$ cat config.mk
export PLATFORM = sky130hd
export DESIGN_NAME = sssp_ram
export DESIGN_NICKNAME = d
export VERILOG_FILES = /design/src/hw/rtl/single_source_shortest_path_assert.svh /design/src/hw/rtl/sssp_ram.sv
export SDC_FILE = /design/constraint.sdc
export NUM_CORES = 1
export LEC_CHECK = 0
export BUFFER_PORTS_ARGS = -buffer_cell sky130_fd_sc_hd__clkbuf_2
export CAP_MARGIN = 5
export CORE_ASPECT_RATIO = 0.6
export CORE_MARGIN = 4
export CORE_UTILIZATION = 32
export CTS_CLUSTER_SIZE = 8
export DETAILED_ROUTE_END_ITERATION = 16
export SLEW_MARGIN = 20
export SYNTH_ARGS = -nofsm -noshare
export SYNTH_HDL_FRONTEND = slang
export SYNTH_SLANG_ARGS = --single-unit
$ cat constraint.sdc
create_clock -name clk -period 2.1 [get_ports clk]
set_input_delay 0 -clock clk [delete_from_list [all_inputs] [get_ports clk]]
set_output_delay 0 -clock clk [all_outputs]
set_load 0.02 [all_outputs]
$ cat src/hw/rtl/single_source_shortest_path_assert.svh
// ----------------------------------------------------------------------------
// Assertion macros for the shortest path block
// Concurrent checks sampled on clk and held off during reset.
// ----------------------------------------------------------------------------
`ifndef SINGLE_SOURCE_SHORTEST_PATH_ASSERT_SVH
`define SINGLE_SOURCE_SHORTEST_PATH_ASSERT_SVH

// same-cycle implication
`define SSSP_ASSERT_IMP(name, cond, expr) \
  name: assert property (@(posedge clk) disable iff (!rst_n) (cond) |-> (expr)) \
    else $error("sssp check failed");

// next-cycle implication
`define SSSP_ASSERT_NEXT(name, cond, expr) \
  name: assert property (@(posedge clk) disable iff (!rst_n) (cond) |=> (expr)) \
    else $error("sssp check failed");

`endif

$ cat src/hw/rtl/sssp_ram.sv
// ----------------------------------------------------------------------------
// sssp_ram
// Simple dual-port RAM: one write port, one read port with registered data.
// ----------------------------------------------------------------------------
`timescale 1ns / 1ps

module sssp_ram #(
  parameter int WIDTH = 8,
  parameter int DEPTH = 16,
  localparam int ADDR_W = (DEPTH > 1) ? $clog2(DEPTH) : 1
) (
  input  logic              clk,
  input  logic              we,
  input  logic [ADDR_W-1:0] waddr,
  input  logic [WIDTH-1:0]  wdata,
  input  logic [ADDR_W-1:0] raddr,
  output logic [WIDTH-1:0]  rdata
);

  logic [WIDTH-1:0] mem [DEPTH];

  // write port and registered read, old data on collision
  always_ff @(posedge clk) begin
    if (we) begin
      mem[waddr] <= wdata;
    end
    rdata <= mem[raddr];
  end

endmodule

# After elaboration in Yosys (flattened, before gate mapping)
# Memories as Yosys holds them, arrays and structs flattened. A register that Yosys moved wholly into a read port is not among the register bits.
# Cells that the tools add are included.
# classes
n_mux,2
# ops
operator,n
$mux W1,2
# word_totals
ff_bits,0
ram_bits,128
output_inout_bits,8
memories,1
# memory_table
memory,words,word_bits,rd,rd_ports_with_merged_regs,write_ports,line_no,source
mem,16,8,1,1,1,sssp_ram.sv:20,logic [WIDTH-1:0] mem [DEPTH];

# Depth between registers and ports, before layout
# Gate-level depths: netlist (run 1).
# logic_depth
ltp_word,2
mapped_depth,5
depth_no_buf,3

# Least setup slack after synthesis (run 1)
# OpenSTA, ideal clock, no wires.
# synth_path
kind,input-to-reg
start,input port waddr[2]
end,memory mem[0][0] (enable)
setup_time_ns,0.383
arrival_ns,1.110
t_required_ns,1.717
path_slack_ns,0.607
stages,2
path_cell_list,or3b_2 > nor3_1
# synth_lines
element,line_no,source
"start, declared",sssp_ram.sv:14,"input logic [ADDR_W-1:0] waddr,"
"end, declared",sssp_ram.sv:20,
# No word-level cell before the write port.

==> results of run 1 <==
-- metrics by stage --
| step | area, sq um | util, % |
|---|---|---|
| 6_report | 6276 | 40.37 |
| 4_1_cts | 6276 | 40.37 |
| 5_1_grt | 6276 | 40.37 |
| 3_3_place_gp | 5618 | 36.14 |
| 3_5_place_dp | 5618 | 36.14 |
| 2_1_floorplan | 5147 | - |
-- flip-flops by register name, indices dropped and copies added (netlist names) --
signal and flops:
rdata 8, mem 128
-- cell families after synthesis --
kind of cell    count (synthesis)  share of synthesized area [%]
buf+inv                        10                          1.677
mux                            32                          15.02
compound gates                 16                          2.334
simple gates                   35                          3.184
flops                         136                          77.78
-- layout make-up --
class / instances / area (sq um) / area share [%]
multi-input cells: 83 / 1057 / 16.85
repair buffers: 47 / 302.8 / 4.825
flip-flops and latches: 136 / 4004 / 63.80
clock inverters: 14 / 229.0 / 3.648
clock buffers: 18 / 429.2 / 6.838
well taps: 203 / 254.0 / 4.047
-- worst min-delay path by stage --
| stage | cells past startpoint | slack, ps | to |
|---|---|---|---|
| floorplan | 0 | 100 | mem[0][0] |
| global placement | 1 | 430 | rdata[7] |
| detailed placement | 1 | 430 | rdata[7] |
| CTS | 1 | 40 | mem[10][0] |
| global route | 1 | 60 | mem[9][2] |
| finish | 1 | 50 | mem[7][2] |
-- critical path: cells and delay by family, from the launching register on --
kind / cells / cell delay [ps]
mux: 1 / 530
simple gates: 1 / 80
flops: 1 / 370
compound gates: 1 / 250
-- cells in the mapped netlist (all sizes together) --
| cell type | count | area (sq um) |
|---|---|---|
| and2b | 1 | 7.510 |
| nor3 | 4 | 20.02 |
| nor2 | 13 | 48.80 |
| buf | 7 | 56.30 |
| a22oi | 16 | 120.1 |
| clkdlybuf4s25 | 3 | 30.03 |
| edfxtp | 128 | 3844 |
| nand3b | 2 | 15.01 |
| nor2b | 1 | 6.260 |
| nand2 | 9 | 33.78 |
| dfxtp | 8 | 160.2 |
| and2 | 1 | 6.260 |
| or3b | 1 | 8.760 |
| nand3 | 1 | 5.000 |
| nand2b | 2 | 12.51 |
| mux4 | 32 | 773.2 |
-- per-layer routing --
layer	vias up	routed length, um
met5	-	0
met4	0	121
met3	12	751
met2	94	4655
met1	1336	5286
li1	1087	-
-- power breakdown --
group	internal, mW	leakage (nW)	switching, mW	total (mW)
registers	3.04	1.22	0.0249	3.06
clock network	2.21	0.309	1.07	3.29
logic	0.119	0.596	0.184	0.304
==> metrics.yaml, run 1 <==
critical_path:
  worst_setup_path_end_kind: "register"
  r2r_start: "mem[10][1]"
  worstPathRequired_ps: 2390
  startpoint_type: "register"
  r2r.worst_path.cells: 3
  worst_path_largest_cell_delay_ps: 530
  start_to_end_type_of_the_worst_setup_path: "register to register"
  worst_setup_path_startpoint: "mem[10][1]"
  cp.arrival_ps: 1640
  critical_path_endpoint: "rdata[1]"
  worst-r2r-setup-slack_ps: 740
  worstReg2RegEnd: "rdata[1]"
  crit_path_max_fanout: 1
  critPathSlowestCell: "sky130_fd_sc_hd__mux4_1"
  cells_along_the_critical_path: "mux4_1 -> a22oi_1 -> nand2_1"
cts:
  cts_buffer_depth: 2
  htree_num_levels: 4
  cts.reportedPaths.clkPinSlew_ps: 60
  cts_resized: 0
  cts_hold_buffers: 0
  tritoncts: "built"
  insertion_delay_to_the_later_sink_of_the_worst_skew_pair_ps: 410
  cts_num_sinks: 136
  cts_setup_buffers: 0
  cts_made_buffers: 17
  cts.root.buffer_cell: "sky130_fd_sc_hd__clkbuf_16"
global_route:
  maximum_number_of_pins_on_one_net_before_global_route_repair: 33
  grt-ovfl-total: 0
  grt_antenna_before_repair: 0
  global_route.usage.met1_pct: 19.00
  use_met3_pct: 3.530
  first_pass_grt_wire_length_um: 16250
  first_global_vias: 2633
  groute.usage.overall_pct: 12.58
  gr-usage-met2_pct: 17.17
  top_usage_layer: "met1"
synth:
  synth.ff_latch_count: 136
  synth.lib_cells_used.distinct: 19
  syn-num-nets: 247
  post_synth.cell_area_avg_sq_um: 22.48
  synthCells: 229
  ys_warn_count: 0
  synth_area_sq_um: 5147
  ys_seq_area_share_pct: 77.78
final_layout:
  area.growth.synth_to_final_pct: 21.93
  final-instance-count-excl-fill: 501
  num-fill-cells: 1353
  layout_common_cells: "128 x sky130_fd_sc_hd__edfxtp_1, 25 x sky130_fd_sc_hd__clkbuf_2, 21 x sky130_fd_sc_hd__buf_4, 18 x sky130_fd_sc_hd__mux4_2, 17 x sky130_fd_sc_hd__clkbuf_16"
  ratio_of_cells_with_drive_above_1_in_the_final_layout_pct: 32.21
  final_common_cell: "sky130_fd_sc_hd__edfxtp_1"
  finish.net_count: 303
  n_antenna_cell: 0
outcome:
  status: "completed"
floorplanning:
  floorplan.die.width_um: 171.7
  fp.dieH_um: 106.2
  core_area_sq_um: 15550
  placementRows: 35
  dieArea_sq_um: 18250
  io_count: 26
  initial_core_util_pct: 33.11
sta:
  worst_tran_pin_value_ps: 822.7
  fin_hold_ws_ps: 45.87
  final.period_utilization_pct: 64.62
  finalMaxSlewViolations: 0
  max_slew_margin_pct: 45.04
  report.final.setup_viol: 0
  aggregate_negative_setup_slack_ps: 0
  max_freq_mhz: 736.9
  fin_worst_skew_ps: 6.499
  rsz_0062_raised_after_global_routing: "no"
  fin_crit_ps: 1357
  hold_viol_final: 0
  worst_case_setup_margin_in_the_final_layout_ps: 742.9
placed_design:
  globalplace.congestion: 0.7611
  detailed_place_hpwl_um: 7231
  placedCellCount: 469
  port-buffer-count: 25
  place_worst_setup_slack_ps: 499.1
route:
  dr.pass1.iters: 5
  final_antenna_net_count: 0
  detailroute.via_count: 2529
  totalWireLength_um: 10810
  number_of_drc_violations_after_detailed_routing_iteration_0: 219
  post_drt_via_cell_ratio: 5.048
  route.detailed.drc: 0
  drt-wirelength-per-cell_um: 21.58
run:
  max_cap_violations: 0
min_path:
  min-delay-start: "wdata[2]"
  hold_removal_path_class: "primary input to register"
pwr:
  post-layout-total-power_mw: 6.651
  power_density_relative_to_cell_area_nw_per_um2: 1060
  power_leakage_nw: 2.129
  irDropWorstVdd_v: 0.0006394
Power figures use the tool's default switching activity.
==> inputs of run 2 (changes only) <==
==> constraint.sdc (replaced) <==
create_clock -name clk -period 1.1 [get_ports clk]
set_input_delay 0 -clock clk [delete_from_list [all_inputs] [get_ports clk]]
set_output_delay 0 -clock clk [all_outputs]
set_load 0.02 [all_outputs]
==> run 2 against run 1 <==
Net effect: the run now ends with setup timing left; core utilization grew 0.86 points; largest power group is now registers; hold slack lost 21 ps; clock skew grew 3.3 ps; cell area grew 2.1%; combinational power grew 120%; via count grew 0.28%; critical path depth is the same; sequential power grew 91%; setup slack lost 940 ps; first-iteration DRC count grew 21%; critical path type unchanged.
==> metrics.yaml, run 2 (synthesis gave the netlist of run 1 again) <==
sta:
  worst_case_setup_margin_in_the_final_layout_ps: -198.2
  finalMaxSlewViolations: 0
  hold_viol_final: 0
  final.period_utilization_pct: 118.0
  fin_hold_ws_ps: 25.26
  rsz_0062_raised_after_global_routing: "yes"
  max_slew_margin_pct: 30.46
  aggregate_negative_setup_slack_ps: -1236
  worst_tran_pin_value_ps: 1041
  max_freq_mhz: 770.3
  fin_crit_ps: 1298
  report.final.setup_viol: 8
  fin_worst_skew_ps: 9.827
route:
  drt-wirelength-per-cell_um: 21.55
  number_of_drc_violations_after_detailed_routing_iteration_0: 264
  post_drt_via_cell_ratio: 4.877
  totalWireLength_um: 11210
  final_antenna_net_count: 0
  route.detailed.drc: 0
  detailroute.via_count: 2536
  dr.pass1.iters: 4
min_path:
  min_path_cells: 1
  worstHoldEndpoint: "mem[7][5]"
  hold_removal_path_class: "primary input to register"
  min-delay-start: "wdata[5]"
outcome:
  violations: "setup timing"
  status: "complete, but fails checks"
cts:
  cts_made_buffers: 17
  htree_num_levels: 4
  cts.root.buffer_cell: "sky130_fd_sc_hd__clkbuf_16"
  tritoncts: "built"
  insertion_delay_to_the_later_sink_of_the_worst_skew_pair_ps: 410
  cts_buffer_depth: 2
  cts.reportedPaths.clkPinSlew_ps: 60
  cts_num_sinks: 136
  cts_setup_buffers: 0
run:
  max_cap_violations: 0
floorplanning:
  dieArea_sq_um: 18250
  floorplan.die.width_um: 171.7
  io_count: 26
  fp.dieH_um: 106.2
  initial_core_util_pct: 33.11
  core_area_sq_um: 15550
  placementRows: 35
critical_path:
  crit_path_max_fanout: 1
  worst_setup_path_end_kind: "register"
  worstReg2RegEnd: "rdata[4]"
  worstPathRequired_ps: 1390
  worst-r2r-setup-slack_ps: -200
  start_to_end_type_of_the_worst_setup_path: "register to register"
  r2r_start: "mem[3][4]"
  r2r.worst_path.cells: 3
  startpoint_type: "register"
  cp.arrival_ps: 1590
  worst_setup_path_startpoint: "mem[3][4]"
placed_design:
  placement.cell_area_sq_um: 5784
  detailed_place_hpwl_um: 7590
  port-buffer-count: 25
  place_worst_setup_slack_ps: -314.7
  globalplace.congestion: 0.7592
pwr:
  post-layout-total-power_mw: 11.93
  irDropWorstVdd_v: 0.0009957
  power_leakage_nw: 2.160
  power_density_relative_to_cell_area_nw_per_um2: 1861
final_layout:
  largest-register: "mem"
  layout_common_cells: "128 x sky130_fd_sc_hd__edfxtp_1, 32 x sky130_fd_sc_hd__mux4_2, 32 x sky130_fd_sc_hd__buf_4, 25 x sky130_fd_sc_hd__clkbuf_2, 17 x sky130_fd_sc_hd__clkbuf_16"
  num-fill-cells: 1374
  ratio_of_cells_with_drive_above_1_in_the_final_layout_pct: 42.90
  final_common_cell: "sky130_fd_sc_hd__edfxtp_1"
  final_cell_area_sq_um: 6410
  area.growth.synth_to_final_pct: 24.53
  largest_register_ffs: 128
  n_antenna_cell: 0
  registers_with_the_most_flip_flops: "mem (128), rdata (8)"
  finish.net_count: 322
global_route:
  first_global_vias: 2675
  grt-ovfl-total: 0
  first_pass_grt_wire_length_um: 16920
  maximum_number_of_pins_on_one_net_before_global_route_repair: 26
  grt_antenna_before_repair: 0
  groute.usage.overall_pct: 13.25
==> run 2: cell count changes in the layout (fill, tap and decap cells not counted), sizes merged <==
cell	delta
buf	+16
bufinv	-4
clkbuf	+3
dlygate4sd3	+3
clkinv	+2
clkinvlp	-2
inv	+1
==> run 2: per-layer routing <==
| layer | global-route usage, % | part of all wire [%] | vias to the layer above |
|---|---|---|---|
| li1 | - | - | 1109 |
| met1 | 20.15 | 45 | 1292 |
| met2 | 17.56 | 42 | 124 |
| met3 | 5.128 | 13 | 11 |
| met4 | 3.702 | 1.0 | 0 |
| met5 | 0 | 0 | - |
==> run 2: how the worst max path moves through the flow <==
stage | slack [ps] | to | depth (start not counted)
2_1_floorplan | -30 | rdata[0] | 3
5_1_grt | -240 | rdata[4] | 3
6_report | -200 | rdata[4] | 3
3_5_place_dp | -310 | rdata[4] | 5
3_3_place_gp | -300 | rdata[4] | 5
4_1_cts | -190 | rdata[4] | 3
==> run 2: worst max-delay path: stages (launching register included) <==
cell and delay, ps:
sky130_fd_sc_hd__edfxtp_1 360, sky130_fd_sc_hd__mux4_2 490, sky130_fd_sc_hd__a22oi_2 260, sky130_fd_sc_hd__nand2_1 80
==> run 2: area by class of cell <==
cell class,count,area (sq um),area share [%]
clock buffer,21,450.4,7.027
clock inverter,11,125.1,1.952
multi-input combinational,83,1061,16.55
sequential,136,4004,62.46
tap,203,254.0,3.963
timing repair buffer,66,515.5,8.042
==> run 2: repair_timing <==
item                                    4_1_cts  5_1_grt
resized for setup                             4        0
endpoints found under the setup margin        8        8
endpoints found under the hold margin        44        0
hold buffers                                  3        0
pin swaps                                     0        2
==> run 2: power by group <==
part	switching [mW]	leakage, nW	internal, mW	total [mW]
logic	0.374	0.659	0.288	0.663
clock network	2.03	0.277	3.40	5.43
registers	0.0407	1.22	5.80	5.84
total	2.45	2.16	9.48	11.9
==> run 2: stage by stage <==
step	utilization (%)	cells
5_1_grt	41.23	520
6_report	41.23	520
2_1_floorplan	-	229
3_5_place_dp	37.21	485
4_1_cts	41.23	520
3_3_place_gp	37.21	485
==> inputs of run 3 (changes only) <==
--- a/config.mk
+++ b/config.mk
@@ -12,6 +12,7 @@
 export CORE_UTILIZATION = 32
 export CTS_CLUSTER_SIZE = 8
 export DETAILED_ROUTE_END_ITERATION = 16
+export PLACE_DENSITY_LB_ADDON = 0.1
 export SLEW_MARGIN = 20
 export SYNTH_ARGS = -nofsm -noshare
 export SYNTH_HDL_FRONTEND = slang
==> run 3 against run 2 <==
Net effect: the flow still finishes with violations (setup timing); clock power rose by 2%; via count is 4.3% lower; clock skew barely moved; critical endpoint is now rdata[2].
==> metrics.yaml, run 3 (synthesis gave the netlist of run 1 again) <==
final_layout:
  registers_with_the_most_flip_flops: "mem (128), rdata (8)"
  final-instance-count-excl-fill: 513
  largest-register: "mem"
  largest_register_ffs: 128
  ratio_of_cells_with_drive_above_1_in_the_final_layout_pct: 45.48
  n_antenna_cell: 0
  layout_common_cells: "128 x sky130_fd_sc_hd__edfxtp_1, 32 x sky130_fd_sc_hd__mux4_2, 25 x sky130_fd_sc_hd__clkbuf_2, 25 x sky130_fd_sc_hd__buf_4, 17 x sky130_fd_sc_hd__clkbuf_16"
  final_common_cell: "sky130_fd_sc_hd__edfxtp_1"
  area.growth.synth_to_final_pct: 24.82
  finish.net_count: 315
sta:
  rsz_0062_raised_after_global_routing: "yes"
  worst_case_setup_margin_in_the_final_layout_ps: -184.7
  fin_worst_skew_ps: 9.779
  final.period_utilization_pct: 116.8
  max_freq_mhz: 778.4
  fin_crit_ps: 1285
  worst_tran_pin_value_ps: 1061
  hold_viol_final: 0
  max_slew_margin_pct: 29.09
  report.final.setup_viol: 8
  finalMaxSlewViolations: 0
  fin_hold_ws_ps: 23.25
critical_path:
  worstPathBufferInverterCount: 0
  worst_path_dominant_cell_family: "multiplexers"
  worst-r2r-setup-slack_ps: -180
  r2r_start: "mem[0][2]"
  worstPathRequired_ps: 1390
  crit_path_max_fanout: 1
  worst_path_largest_cell_delay_ps: 480
  worst_setup_path_startpoint: "mem[0][2]"
  cp.arrival_ps: 1580
  startpoint_type: "register"
  cells_along_the_critical_path: "mux4_2 -> a22oi_2 -> nand2_1"
  timing.critical_path.depth: 3
  start_to_end_type_of_the_worst_setup_path: "register to register"
  critical_path_endpoint: "rdata[2]"
  r2r.worst_path.cells: 3
  worst_setup_path_end_kind: "register"
  worstReg2RegEnd: "rdata[2]"
  critPathSlowestCell: "sky130_fd_sc_hd__mux4_2"
outcome:
  violations: "setup timing"
  status: "complete, but fails checks"
cts:
  cts_made_buffers: 17
  insertion_delay_to_the_later_sink_of_the_worst_skew_pair_ps: 410
  cts.reportedPaths.clkPinSlew_ps: 70
  tritoncts: "built"
  cts_setup_buffers: 0
  cts_buffer_depth: 2
  cts_hold_buffers: 0
  cts_num_sinks: 136
  htree_num_levels: 4
  cts.root.buffer_cell: "sky130_fd_sc_hd__clkbuf_16"
global_route:
  grt-ovfl-total: 0
  first_pass_grt_wire_length_um: 16550
  first_global_vias: 2611
  maximum_number_of_pins_on_one_net_before_global_route_repair: 17
  groute.usage.overall_pct: 12.85
  grt_antenna_before_repair: 0
placed_design:
  port-buffer-count: 25
  detailed_place_hpwl_um: 7435
  placedCellCount: 481
  globalplace.congestion: 0.6999
route:
  final_antenna_net_count: 0
  detailroute.via_count: 2428
  post_drt_via_cell_ratio: 4.733
  route.detailed.drc: 0
  dr.pass1.iters: 4
  drt-wirelength-per-cell_um: 20.99
  number_of_drc_violations_after_detailed_routing_iteration_0: 118
  totalWireLength_um: 10770
pwr:
  power_leakage_nw: 2.152
  irDropWorstVdd_v: 0.0008655
  power_density_relative_to_cell_area_nw_per_um2: 1873
floorplanning:
  core_area_sq_um: 15550
  floorplan.die.width_um: 171.7
  placementRows: 35
  initial_core_util_pct: 33.11
  io_count: 26
  dieArea_sq_um: 18250
  fp.dieH_um: 106.2
run:
  max_cap_violations: 0
min_path:
  hold_removal_path_class: "primary input to register"
## run 3: metal layers
metal / GRT usage, % / wire (um) / up-vias
met1: 19.75 / 5526 / 1270
li1: - / - / 1104
met3: 3.122 / 391 / 15
met5: 0 / 0 / -
met4: 4.375 / 147 / 0
met2: 17.73 / 4703 / 39
## run 3: where the power goes
part | leakage, nW | total, mW | internal, mW | switching, mW
registers | 1.22 | 5.83 | 5.79 | 0.0340
clock network | 0.287 | 5.53 | 3.21 | 2.32
logic | 0.641 | 0.678 | 0.298 | 0.380
total | 2.15 | 12.0 | 9.30 | 2.73
## run 3: area by class of cell
type	instances	area, sq um
Tap cell	203	254.0
Clock buffer	17	425.4
Multi-Input combinational cell	83	1091
Clock inverter	15	157.7
Fill cell	1368	9121
Timing Repair Buffer	59	493.0
Sequential cell	136	4004
## run 3: worst min-delay path by stage
stage          cells past startpoint     start          to  slack, ps
2_1_floorplan                      0  wdata[0]   mem[0][0]        100
3_3_place_gp                       1  rdata[3]    rdata[3]        420
3_5_place_dp                       1  rdata[1]    rdata[1]        420
4_1_cts                            1  wdata[7]  mem[12][7]         20
5_1_grt                            1  wdata[4]  mem[10][4]         40
6_report                           1  wdata[7]  mem[12][7]         20
## run 3: metrics by stage
stage / setup TNS (ps) / setup slack, ps / utilization (%) / cell area (sq um) / total power [mW]
2_1_floorplan: -239.0 / -26.87 / - / 5131 / 6.280
3_3_place_gp: -8388 / -309.7 / 37.26 / 5792 / 6.609
3_5_place_dp: -7957 / -315.0 / 37.26 / 5792 / 6.612
4_1_cts: -1185 / -194.6 / 41.26 / 6415 / 12.20
5_1_grt: -1519 / -218.2 / 41.33 / 6425 / 12.49
6_report: -1097 / -184.7 / 41.33 / 6425 / 12.03
## run 3: repair_timing
| item | 4_1_cts | 5_1_grt |
|---|---|---|
| pin swaps | 2 | 1 |
| resized for setup | 8 | 2 |
| setup endpoints to repair | 8 | 8 |
